## config.mk

```make
export PLATFORM = sky130hd
export DESIGN_NAME = three_button_press_classifier
export DESIGN_NICKNAME = d
export VERILOG_FILES = /design/src/rtl/tbpc_pkg.sv /design/src/rtl/three_button_press_classifier.sv /design/src/rtl/tbpc_lane.sv /design/src/rtl/tbpc_merge.sv
export SDC_FILE = /design/constraint.sdc
export NUM_CORES = 1
export LEC_CHECK = 0
export ABC_AREA = 1
export BUFFER_PORTS_ARGS = -buffer_cell sky130_fd_sc_hd__buf_4
export CAP_MARGIN = 20
export CORE_MARGIN = 4
export CORE_UTILIZATION = 54
export DETAILED_ROUTE_END_ITERATION = 10
export GPL_ROUTABILITY_DRIVEN = 0
export PLACE_DENSITY_LB_ADDON = 0.3
export SLEW_MARGIN = 20
export SYNTH_ARGS = -nofsm -noshare
export SYNTH_HDL_FRONTEND = slang
export SYNTH_SLANG_ARGS = --single-unit
```

## constraint.sdc

```tcl
create_clock -name clock -period 6.4 [get_ports clock]
set_clock_uncertainty 0.2 [all_clocks]
set_input_delay 0.32 -clock clock [delete_from_list [all_inputs] [get_ports clock]]
set_output_delay 0.32 -clock clock [all_outputs]
set_load 0.01 [all_outputs]
```

## src/rtl/tbpc_pkg.sv

```systemverilog
package tbpc_pkg;

   // button lanes, scanned up, ok, down
   localparam int NUM_BUTTONS = 3;

   localparam int TIME_W = 32;
   localparam int CFG_W  = 16;
   localparam int EV_W   = 3;

   // event codes
   localparam logic [EV_W-1:0] EV_NONE       = 3'd0;
   localparam logic [EV_W-1:0] EV_SHORT_BASE = 3'd1;
   localparam logic [EV_W-1:0] EV_LONG_BASE  = 3'd4;
   localparam logic [EV_W-1:0] EV_PANIC      = 3'd7;

   // control register indexes
   localparam logic [1:0] REG_DEBOUNCE   = 2'd0;
   localparam logic [1:0] REG_LONG_PRESS = 2'd1;
   localparam logic [1:0] REG_PANIC_HOLD = 2'd2;

   // register reset values in ms
   localparam logic [CFG_W-1:0] DEBOUNCE_DEFAULT   = 16'd50;
   localparam logic [CFG_W-1:0] LONG_PRESS_DEFAULT = 16'd800;
   localparam logic [CFG_W-1:0] PANIC_HOLD_DEFAULT = 16'd3000;

   // what one lane reports for the current word
   typedef struct packed {
      logic pressed;   // debounced state after this word
      logic short_ev;  // release without a long event
      logic long_ev;   // hold reached the long-press time
   } lane_result_type;

endpackage

```

## src/rtl/three_button_press_classifier.sv

```systemverilog
// Channel | Direction | Handshake           | Payload
// req     | in        | req_tvalid/tready   | tdata: now_ms, levels; tuser: clear
// rsp     | out       | rsp_tvalid/tready   | tdata: event_code, held flags
// csr     | in        | csr_wr_en           | csr_index, csr_wdata
//
// One word per cycle while req_tready is high; each result word is registered.
// Lane and panic state update in the accept cycle, so words follow back to back.
// An output register plus a one-word skid stage let the input run while
// the output stalls; req_tready drops only when the skid word is held.
// Synchronous reset clears all flags, timers and the output stage.
module three_button_press_classifier (
   input  logic                          clock,
   input  logic                          reset,
   // bits: now_ms[31:0], level_up[32], level_ok[33], level_down[34], zero pad
   input  logic [39:0]                   req_tdata,
   // bits: clear[0]
   input  logic                          req_tuser,
   input  logic                          req_tvalid,
   output logic                          req_tready,
   // bits: event_code[2:0], held_up[3], held_ok[4], held_down[5], zero pad
   output logic [7:0]                    rsp_tdata,
   output logic                          rsp_tvalid,
   input  logic                          rsp_tready,
   input  logic                          csr_wr_en,
   input  logic [1:0]                    csr_index,
   input  logic [tbpc_pkg::CFG_W-1:0]    csr_wdata
);
   import tbpc_pkg::*;

   logic [CFG_W-1:0] debounce_ff, debounce_in;
   logic [CFG_W-1:0] long_press_ff, long_press_in;
   logic [CFG_W-1:0] panic_hold_ff, panic_hold_in;

   logic                accept;
   logic                take;
   logic [TIME_W-1:0]   now_ms;
   logic [NUM_BUTTONS-1:0] lvl_pressed;
   lane_result_type     lanes [NUM_BUTTONS];
   logic [EV_W-1:0]     event_code;
   logic [7:0]          word;

   logic       rsp_valid_ff, rsp_valid_in;
   logic [7:0] rsp_data_ff, rsp_data_in;
   logic       skid_valid_ff, skid_valid_in;
   logic [7:0] skid_data_ff, skid_data_in;

   // control registers
   always_comb begin
      debounce_in   = debounce_ff;
      long_press_in = long_press_ff;
      panic_hold_in = panic_hold_ff;
      if (csr_wr_en) begin
         case (csr_index)
            REG_DEBOUNCE:   debounce_in   = csr_wdata;
            REG_LONG_PRESS: long_press_in = csr_wdata;
            REG_PANIC_HOLD: panic_hold_in = csr_wdata;
            default: ;
         endcase
      end
   end

   always_ff @(posedge clock) begin
      if (reset) begin
         debounce_ff   <= DEBOUNCE_DEFAULT;
         long_press_ff <= LONG_PRESS_DEFAULT;
         panic_hold_ff <= PANIC_HOLD_DEFAULT;
      end else begin
         debounce_ff   <= debounce_in;
         long_press_ff <= long_press_in;
         panic_hold_ff <= panic_hold_in;
      end
   end

   // input unpack; pins are active low
   assign accept      = req_tvalid && req_tready;
   assign take        = rsp_tvalid && rsp_tready;
   assign now_ms      = req_tdata[TIME_W-1:0];
   assign lvl_pressed = ~req_tdata[TIME_W+NUM_BUTTONS-1:TIME_W];

   // one lane per button
   for (genvar b = 0; b < NUM_BUTTONS; b++) begin : g_lane
      tbpc_lane u_lane (
         .clock           (clock),
         .reset           (reset),
         .step_en         (accept),
         .clear           (req_tuser),
         .now_ms          (now_ms),
         .lvl_pressed     (lvl_pressed[b]),
         .debounce_time   (debounce_ff),
         .long_press_time (long_press_ff),
         .result          (lanes[b])
      );
   end

   tbpc_merge u_merge (
      .clock           (clock),
      .reset           (reset),
      .step_en         (accept),
      .now_ms          (now_ms),
      .panic_hold_time (panic_hold_ff),
      .lanes           (lanes),
      .event_code      (event_code)
   );

   // result word
   assign word = {2'b00, lanes[2].pressed, lanes[1].pressed, lanes[0].pressed, event_code};

   // output register with skid stage
   always_comb begin
      rsp_valid_in  = rsp_valid_ff;
      rsp_data_in   = rsp_data_ff;
      skid_valid_in = skid_valid_ff;
      skid_data_in  = skid_data_ff;
      if (skid_valid_ff) begin
         if (take) begin
            rsp_data_in   = skid_data_ff;
            skid_valid_in = 1'b0;
         end
      end else if (accept) begin
         if (!rsp_valid_ff || take) begin
            rsp_valid_in = 1'b1;
            rsp_data_in  = word;
         end else begin
            skid_valid_in = 1'b1;
            skid_data_in  = word;
         end
      end else if (take) begin
         rsp_valid_in = 1'b0;
      end
   end

   always_ff @(posedge clock) begin
      if (reset) begin
         rsp_valid_ff  <= 1'b0;
         skid_valid_ff <= 1'b0;
      end else begin
         rsp_valid_ff  <= rsp_valid_in;
         skid_valid_ff <= skid_valid_in;
      end
      rsp_data_ff  <= rsp_data_in;
      skid_data_ff <= skid_data_in;
   end

   assign req_tready = !skid_valid_ff;
   assign rsp_tvalid = rsp_valid_ff;
   assign rsp_tdata  = rsp_data_ff;

   a_skid_behind_out: assert property (@(posedge clock) disable iff (reset)
      skid_valid_ff |-> rsp_valid_ff)
      else $error("skid word held with output register empty");

   a_accept_gives_word: assert property (@(posedge clock) disable iff (reset)
      accept |=> rsp_valid_ff)
      else $error("accepted word did not reach the output");

   a_clear_word_zero: assert property (@(posedge clock) disable iff (reset)
      (accept && req_tuser && (!rsp_valid_ff || take)) |=> (rsp_tdata == 8'd0))
      else $error("clear word not all zero");

endmodule

```

## src/rtl/tbpc_lane.sv

```systemverilog
module tbpc_lane (
   input  logic                             clock,
   input  logic                             reset,
   input  logic                             step_en,
   input  logic                             clear,
   input  logic [tbpc_pkg::TIME_W-1:0]      now_ms,
   input  logic                             lvl_pressed,
   input  logic [tbpc_pkg::CFG_W-1:0]       debounce_time,
   input  logic [tbpc_pkg::CFG_W-1:0]       long_press_time,
   output tbpc_pkg::lane_result_type        result
);
   import tbpc_pkg::*;

   logic              pressed_ff, pressed_in;
   logic              long_fired_ff, long_fired_in;
   logic [TIME_W-1:0] last_change_ff, last_change_in;
   logic [TIME_W-1:0] press_start_ff, press_start_in;

   logic [TIME_W-1:0] change_diff;
   logic [TIME_W-1:0] hold_diff;
   logic              change_ok;
   logic              acc_press;
   logic              acc_rel;
   logic              pressed_mid;
   logic              long_fired_mid;
   logic              long_ok;
   logic              long_hit;

   // debounce: accept a level change only after the quiet time
   always_comb begin
      change_diff = now_ms - last_change_ff;
      change_ok   = (lvl_pressed != pressed_ff) &&
                    (change_diff >= {{(TIME_W-CFG_W){1'b0}}, debounce_time});
      acc_press   = change_ok && lvl_pressed;
      acc_rel     = change_ok && !lvl_pressed;
      pressed_mid = change_ok ? lvl_pressed : pressed_ff;
      long_fired_mid = acc_press ? 1'b0 : long_fired_ff;
   end

   // long press; a fresh press has zero hold time
   always_comb begin
      hold_diff = now_ms - press_start_ff;
      if (acc_press) begin
         long_ok = (long_press_time == '0);
      end else begin
         long_ok = (hold_diff >= {{(TIME_W-CFG_W){1'b0}}, long_press_time});
      end
      long_hit = pressed_mid && !long_fired_mid && long_ok;
   end

   // lane report
   always_comb begin
      if (clear) begin
         result = '0;
      end else begin
         result.pressed  = pressed_mid;
         result.short_ev = acc_rel && !long_fired_ff;
         result.long_ev  = long_hit;
      end
   end

   // next state
   always_comb begin
      pressed_in     = pressed_ff;
      long_fired_in  = long_fired_ff;
      last_change_in = last_change_ff;
      press_start_in = press_start_ff;
      if (step_en) begin
         if (clear) begin
            pressed_in    = 1'b0;
            long_fired_in = 1'b0;
         end else begin
            pressed_in    = pressed_mid;
            long_fired_in = long_fired_mid || long_hit;
            if (change_ok) begin
               last_change_in = now_ms;
            end
            if (acc_press) begin
               press_start_in = now_ms;
            end
         end
      end
   end

   always_ff @(posedge clock) begin
      if (reset) begin
         pressed_ff     <= 1'b0;
         long_fired_ff  <= 1'b0;
         last_change_ff <= '0;
         press_start_ff <= '0;
      end else begin
         pressed_ff     <= pressed_in;
         long_fired_ff  <= long_fired_in;
         last_change_ff <= last_change_in;
         press_start_ff <= press_start_in;
      end
   end

endmodule

```

## src/rtl/tbpc_merge.sv

```systemverilog
module tbpc_merge (
   input  logic                             clock,
   input  logic                             reset,
   input  logic                             step_en,
   input  logic [tbpc_pkg::TIME_W-1:0]      now_ms,
   input  logic [tbpc_pkg::CFG_W-1:0]       panic_hold_time,
   input  tbpc_pkg::lane_result_type        lanes [tbpc_pkg::NUM_BUTTONS],
   output logic [tbpc_pkg::EV_W-1:0]        event_code
);
   import tbpc_pkg::*;

   logic              panic_timing_ff, panic_timing_in;
   logic [TIME_W-1:0] panic_start_ff, panic_start_in;

   logic              all_held;
   logic [TIME_W-1:0] panic_diff;
   logic              panic_ok;

   // panic hold check
   always_comb begin
      all_held = 1'b1;
      for (int b = 0; b < NUM_BUTTONS; b++) begin
         all_held = all_held && lanes[b].pressed;
      end
      panic_diff = now_ms - panic_start_ff;
      panic_ok   = panic_timing_ff &&
                   (panic_diff >= {{(TIME_W-CFG_W){1'b0}}, panic_hold_time});
   end

   // last lane in scan order wins, panic beats all
   always_comb begin
      event_code = EV_NONE;
      for (int b = 0; b < NUM_BUTTONS; b++) begin
         if (lanes[b].short_ev) begin
            event_code = EV_SHORT_BASE + EV_W'(b);
         end
         if (lanes[b].long_ev) begin
            event_code = EV_LONG_BASE + EV_W'(b);
         end
      end
      if (all_held && panic_ok) begin
         event_code = EV_PANIC;
      end
   end

   // panic timer: starts on the first all-held word, stops on fire or release
   always_comb begin
      panic_timing_in = panic_timing_ff;
      panic_start_in  = panic_start_ff;
      if (step_en) begin
         if (all_held) begin
            if (!panic_timing_ff) begin
               panic_timing_in = 1'b1;
               panic_start_in  = now_ms;
            end else if (panic_ok) begin
               panic_timing_in = 1'b0;
            end
         end else begin
            panic_timing_in = 1'b0;
         end
      end
   end

   always_ff @(posedge clock) begin
      if (reset) begin
         panic_timing_ff <= 1'b0;
      end else begin
         panic_timing_ff <= panic_timing_in;
      end
      panic_start_ff <= panic_start_in;
   end

   a_panic_needs_all_held: assert property (@(posedge clock) disable iff (reset)
      (event_code == EV_PANIC) |-> all_held)
      else $error("panic without all buttons held");

   a_panic_needs_timer: assert property (@(posedge clock) disable iff (reset)
      (event_code == EV_PANIC) |-> panic_timing_ff)
      else $error("panic while timer idle");

   a_panic_stops_timer: assert property (@(posedge clock) disable iff (reset)
      (step_en && event_code == EV_PANIC) |=> !panic_timing_ff)
      else $error("panic timer kept running after panic");

endmodule

```

**After elaboration in Yosys (flattened, before gate mapping)**

Index checks and enable logic that the tools add are counted.

- Register bits after elaboration: 295
- Bits in latches: 0
- Memory bits (writable): 0
- Memory bits (read-only): 0
- Input port bits: 64
- Output and inout bits: 10
- Logic and storage cells: 143
- Memories kept: 0

- $add $sub $neg: 7
- $mul: 0
- Div/mod/pow operators: 0
- Order comparisons: 7
- Equality and inequality tests: 7
- Shift-type cells: 0
- Mux-type cells: 39
- Bitwise logic cells: 5
- Reduce and logical (&&, ||, !) cells: 57

Operator list:

| kind | number |
|---|---|
| $ge 32x16->1 | 7 |
| $sub 32x32->32 | 7 |
| $mux 8 | 4 |
| $reduce_and 3->1 | 10 |
| $mux 3 | 9 |
| $mux 1 | 26 |
| $logic_and 1x1->1 | 24 |
| $logic_not 16->1 | 1 |
| $logic_not 1->1 | 11 |
| $reduce_and 2->1 | 3 |
| $reduce_bool 2->1 | 3 |
| $logic_or 1x1->1 | 4 |
| $not 1->1 | 4 |
| $ne 1x1->1 | 3 |
| $not 3->3 | 1 |
| $eq 2x1->1 const B | 1 |
| $eq 2x2->1 const B | 1 |
| $logic_not 2->1 | 1 |
| $ne 2x1->1 const B | 1 |
| $ne 2x2->1 const B | 1 |

**Logic depth before layout (Yosys ltp)**

- Depth after elaboration: 19
- Gate-level depth with buffers: 33

**By module**

Synthesis repeated with hierarchy kept, for this count alone.

- Cell total of the unflattened synthesis: 5302
- Area, all modules: 31214.9 µm²

By module, submodules not included:

| module | instances | cells an instance | area each (µm²) | seq. area each (µm²) |
|---|---|---|---|---|
| tbpc_lane (g_lane[1].u_lane ...) | 2 | 1454 | 8324.2 | 1321.3 |
| tbpc_lane (g_lane[0].u_lane) | 1 | 1393 | 7986.4 | 1321.3 |
| tbpc_merge | 1 | 656 | 4048.9 | 980.9 |
| three_button_press_classifier | 1 | 345 | 2531.2 | 1361.3 |

**Worst setup path after synthesis**

No wires, ideal clock.

- Kind: input -> register
- Start: input req_tdata[0]
- End: register u_merge.panic_start_ff[0], enable pin
- Library setup time: 0.421 ns
- Data arrival time: 4.569 ns
- Slack: 1.210 ns
- Stages on the path: 29
- Cells stage by stage: inv_1 -> ha_1 -> fa_1 -> inv_1 -> nand2_1 -> nand2_1 -> nand3_1 -> nand2_2 -> nand2_1 -> nand2_1 -> xor2_1 -> ha_1 -> nand2_1 -> nor2_1 -> a211oi_1 -> nand2_1 -> nand2_1 -> nand3_1 -> nor2_1 -> nand2_1 -> nor2_2 -> nand2_2 -> nand2_2 -> nand2_2 -> nor2_4 -> inv_2 -> nor3_4 -> nand2_1 -> nor2_1

RTL lines:

| element | line | source |
|---|---|---|
| from (decl) | three_button_press_classifier.sv:15 | `input logic [39:0] req_tdata,` |
| to (signal assigned) | tbpc_merge.sv:70 | `panic_start_ff <= panic_start_in;` |
| to (decl) | tbpc_merge.sv:13 | `logic [TIME_W-1:0] panic_start_ff, panic_start_in;` |

==> summary.md <==
| Metric | Value |
|---|---|
| Crit path kind | input port to flop |
| Dominant cells by area after synthesis | dfxtp_1 17%, nand2_1 17%, ha_1 14% |
| Mapped Area | 28500 µm² |
| Final setup violation count | 0 |
| Via/cell ratio | 5.43 |
| Setup TNS | 0 ns |
| Total power | 0.00662 W |
| Clk buf depth | 3 |
| CTS tree | built |
| Grt ovf | 0 |
| Fin crit period | 5.25 ns |
| Slew headroom | 38.6% |
| Initial antenna violation count | 3 |
| Data arrival, critical path | 5.27 ns |
| Vias after detailed routing | 29500 |
| Register area share after synthesis | 22.1% |
| Reg2reg end | u_merge.panic_start_ff[8] |
| # IOs | 74 |
| Post-route DRC | 0 |
| Max VDD drop | 191 µV |
| Initial Util | 55.0% |
| Top cell type's share of synthesized area | 17.5% |
| Hold Path Class | input port to flop |
| Dpl hpwl | 65.5 mm |
| Yosys cell types | 55 |
| Worst skew pair latency | 0.58 ns |
| Initial DRC Count | 3137 |
| Die height | 238 µm |
| Post-CTS repair timing setup buffer count | 0 |
| P_leak | 15.5 nW |
| Predominant post-synthesis flop cell | dfxtp_1 |
| Global-route wire length before repair | 139 mm |
| Worst R2R Setup Slack | 1.76 ns |
| Crit path from | req_tdata[0] |
| Root buf cell | clkbuf_16 |
| Post-synthesis async set-or-reset flop share | 0% |
| Reg2reg start | g_lane[0].u_lane.last_change_ff[0] |
| Filler cell count | 4964 |
| Vias in the first global route | 26500 |
| Layout area overhead | 10.6% |
| Fin crit share | 82.0% |
| Synth warn | 0 |
| TritonCTS buffer count | 39 |
| Max incr delay on CP | 0.57 ns |
| Cell Pwr Density | 210 nW/µm² |
| Hold Vio Cnt, Final | 0 |
| Cell taking the most area after synthesis | dfxtp_1 |
| Sink Count | 293 |
| Largest net degree at the start of global routing | 127 |
| Slowest CP cell | dlygate4sd3_1 |
| Max capacitance violation total | 0 |
| Core box area | 51800 µm² |
| Status | completed |
| H-Tree Depth | 2 |
| Setup crit start kind | input port |
| Most frequent cell after synthesis | nand2_1 |
| Port Buffers | 66 |
| Avg Cell Area, Syn | 6.17 µm² |
| Gate Count Post-Synth | 4616 |
| Share of cells above drive strength 1 | 5.07% |
| CP max FO | 32 |
| Transition time of the tightest slew-check pin | 0.918 ns |
| DR pass1 iterations | 6 |
| Final Max Slew Viols | 0 |
| Drt wl/cell | 16.2 µm |
| EDFF count, synth | 44 |
| Worst setup path end | u_merge.panic_start_ff[8] |
| CP Capture Type | flop |
| Worst-path clk slew | 0.06 ns |
| Antenna-violating nets left | 0 |
| Die width | 238 µm |
| Most frequent cells after synthesis | 1259 x nand2_1, 821 x inv_1, 480 x a21oi_1 |
| Most used cell, CP | nand2_1 |
| Die ar. | 56500 µm² |
| GRT Util Overall | 30.3% |
| RSZ-0062 raised after global routing | false |
| Max Freq | 191 MHz |
| Synth Register Bits | 293 |
| Num rows | 83 |
| DRT Wirelength | 88.1 mm |
| Fin nets | 5118 |
| Worst-case reg-to-reg path depth | 29 |
| Worst path required time | 6.42 ns |
-- power by group --
group	leakage (nW)	internal [W]	total, W	switching [W]
clock	0.656	0.00134	0.00226	0.000913
sequential	2.44	0.00196	0.00199	0.0000292
combinational	12.4	0.000833	0.00237	0.00154
-- per-stage QoR --
| step | instance area (µm²) | hold WS [ns] | util, % | instances | worst slack (ns) |
|---|---|---|---|---|---|
| after floorplan | 28500 | 0.219 | - | 4617 | 1.21 |
| after CTS | 31500 | 0.000261 | 60.7 | 5428 | 1.24 |
| after global placement | 29600 | 0.238 | 57.1 | 5298 | 1.34 |
| final | 31500 | 0.0292 | 60.8 | 5433 | 1.15 |
| after global routing | 31500 | 0.0246 | 60.8 | 5429 | 0.805 |
| after detailed placement | 29600 | 0.243 | 57.1 | 5298 | 1.24 |
-- logic make-up after synthesis --
kind of cell | count (synthesis) | synth area share (%)
AO/OA/AOI/OAI | 903 | 16.7
XOR/XNOR | 121 | 3.72
adder cells (fa/ha/maj) | 336 | 14.9
buffers and inverters | 912 | 12.3
flip-flops | 293 | 22.1
other | 1 | 0.0132
AND/OR/NAND/NOR | 2050 | 30.2
-- worst max-delay path, delay by kind of cell --
family	cells	cell delay (ns)
and+or+nand+nor	21	2.01
xor gates and xnor gates	1	0.16
buffers and inverters	6	1.59
adders and majority gates	3	0.98
AOI/OAI and AO/OA	1	0.17
-- flip-flops by register name, indices dropped and copies added (netlist names), 6 cells and up --
name	flops
g_lane.u_lane.last_change_ff	96
skid_data_ff	6
panic_hold_ff	16
debounce_ff	16
long_press_ff	16
rsp_tdata	6
g_lane.u_lane.press_start_ff	96
u_merge.panic_start_ff	32
-- placed cells by master, fill, tap and decap left out, types with 4 or more instances in the layout --
cell type and n:
dfxtp_1 249, nand2_1 1259, inv_2 15, o21ai_0 304
inv_6 4, a31oi_1 7, nand3b_1 21, buf_4 75
nand3_2 12, nand2_2 28, a21boi_0 7, ha_1 329
nand3_1 198, clkbuf_8 5, dlygate4sd3_1 58, edfxtp_1 44
fa_1 7, xnor2_1 20, clkbuf_1 5, inv_1 820
diode_2 4, nand2_4 4, o211ai_1 15, clkinv_1 5
a21oi_1 480, o21ai_1 29, nand4_1 66, a211oi_1 7
a21o_1 13, clkbuf_16 40, xor2_1 101, nor2_1 359
nor2_4 5, o21a_1 10, nor3_1 53, and2_1 6
o21bai_1 20, clkinv_2 6, nor2_2 24
-- how the worst min path moves through the flow --
stage | from | end | slack (ns) | cells after the start
4_1_cts | req_tdata[1] | g_lane[0].u_lane.press_start_ff[1] | 0.0003 | 3
5_1_grt | csr_index[0] | debounce_ff[5] | 0.02 | 4
3_3_place_gp | g_lane[1].u_lane.press_start_ff[0] | g_lane[1].u_lane.press_start_ff[0] | 0.24 | 2
6_report | req_tdata[1] | g_lane[0].u_lane.press_start_ff[1] | 0.03 | 3
2_1_floorplan | req_tdata[0] | u_merge.panic_start_ff[0] | 0.22 | 0
3_5_place_dp | g_lane[1].u_lane.last_change_ff[0] | g_lane[1].u_lane.last_change_ff[0] | 0.24 | 2
-- cell type report --
type / instances / area [µm²] / share of cell area (%)
antenna: 4 / 10.0 / 0.0318
timing repair buffer: 134 / 1150 / 3.65
tap: 680 / 851 / 2.70
clock inverter: 22 / 235 / 0.747
sequential: 293 / 6310 / 20.0
clock buffer: 50 / 1090 / 3.46
inverter: 838 / 3150 / 10.0
multi-input combinational: 3412 / 18700 / 59.4
-- repair_timing --
item | in CTS | in global routing
endpoints found under the hold margin | 101 | 0
gates resized for setup | 0 | 0
hold buffers | 58 | 0
-- layer usage --
metal  vias up  GRT usage [%]  wire (µm)
met1     13100           41.3      38500
met2      1189           46.7      36700
met4         0           15.4       4970
met3       207           4.62       7910
li1      15100              -          -
met5         -              0          0
Note: power is estimated with default switching activity, not from simulation.
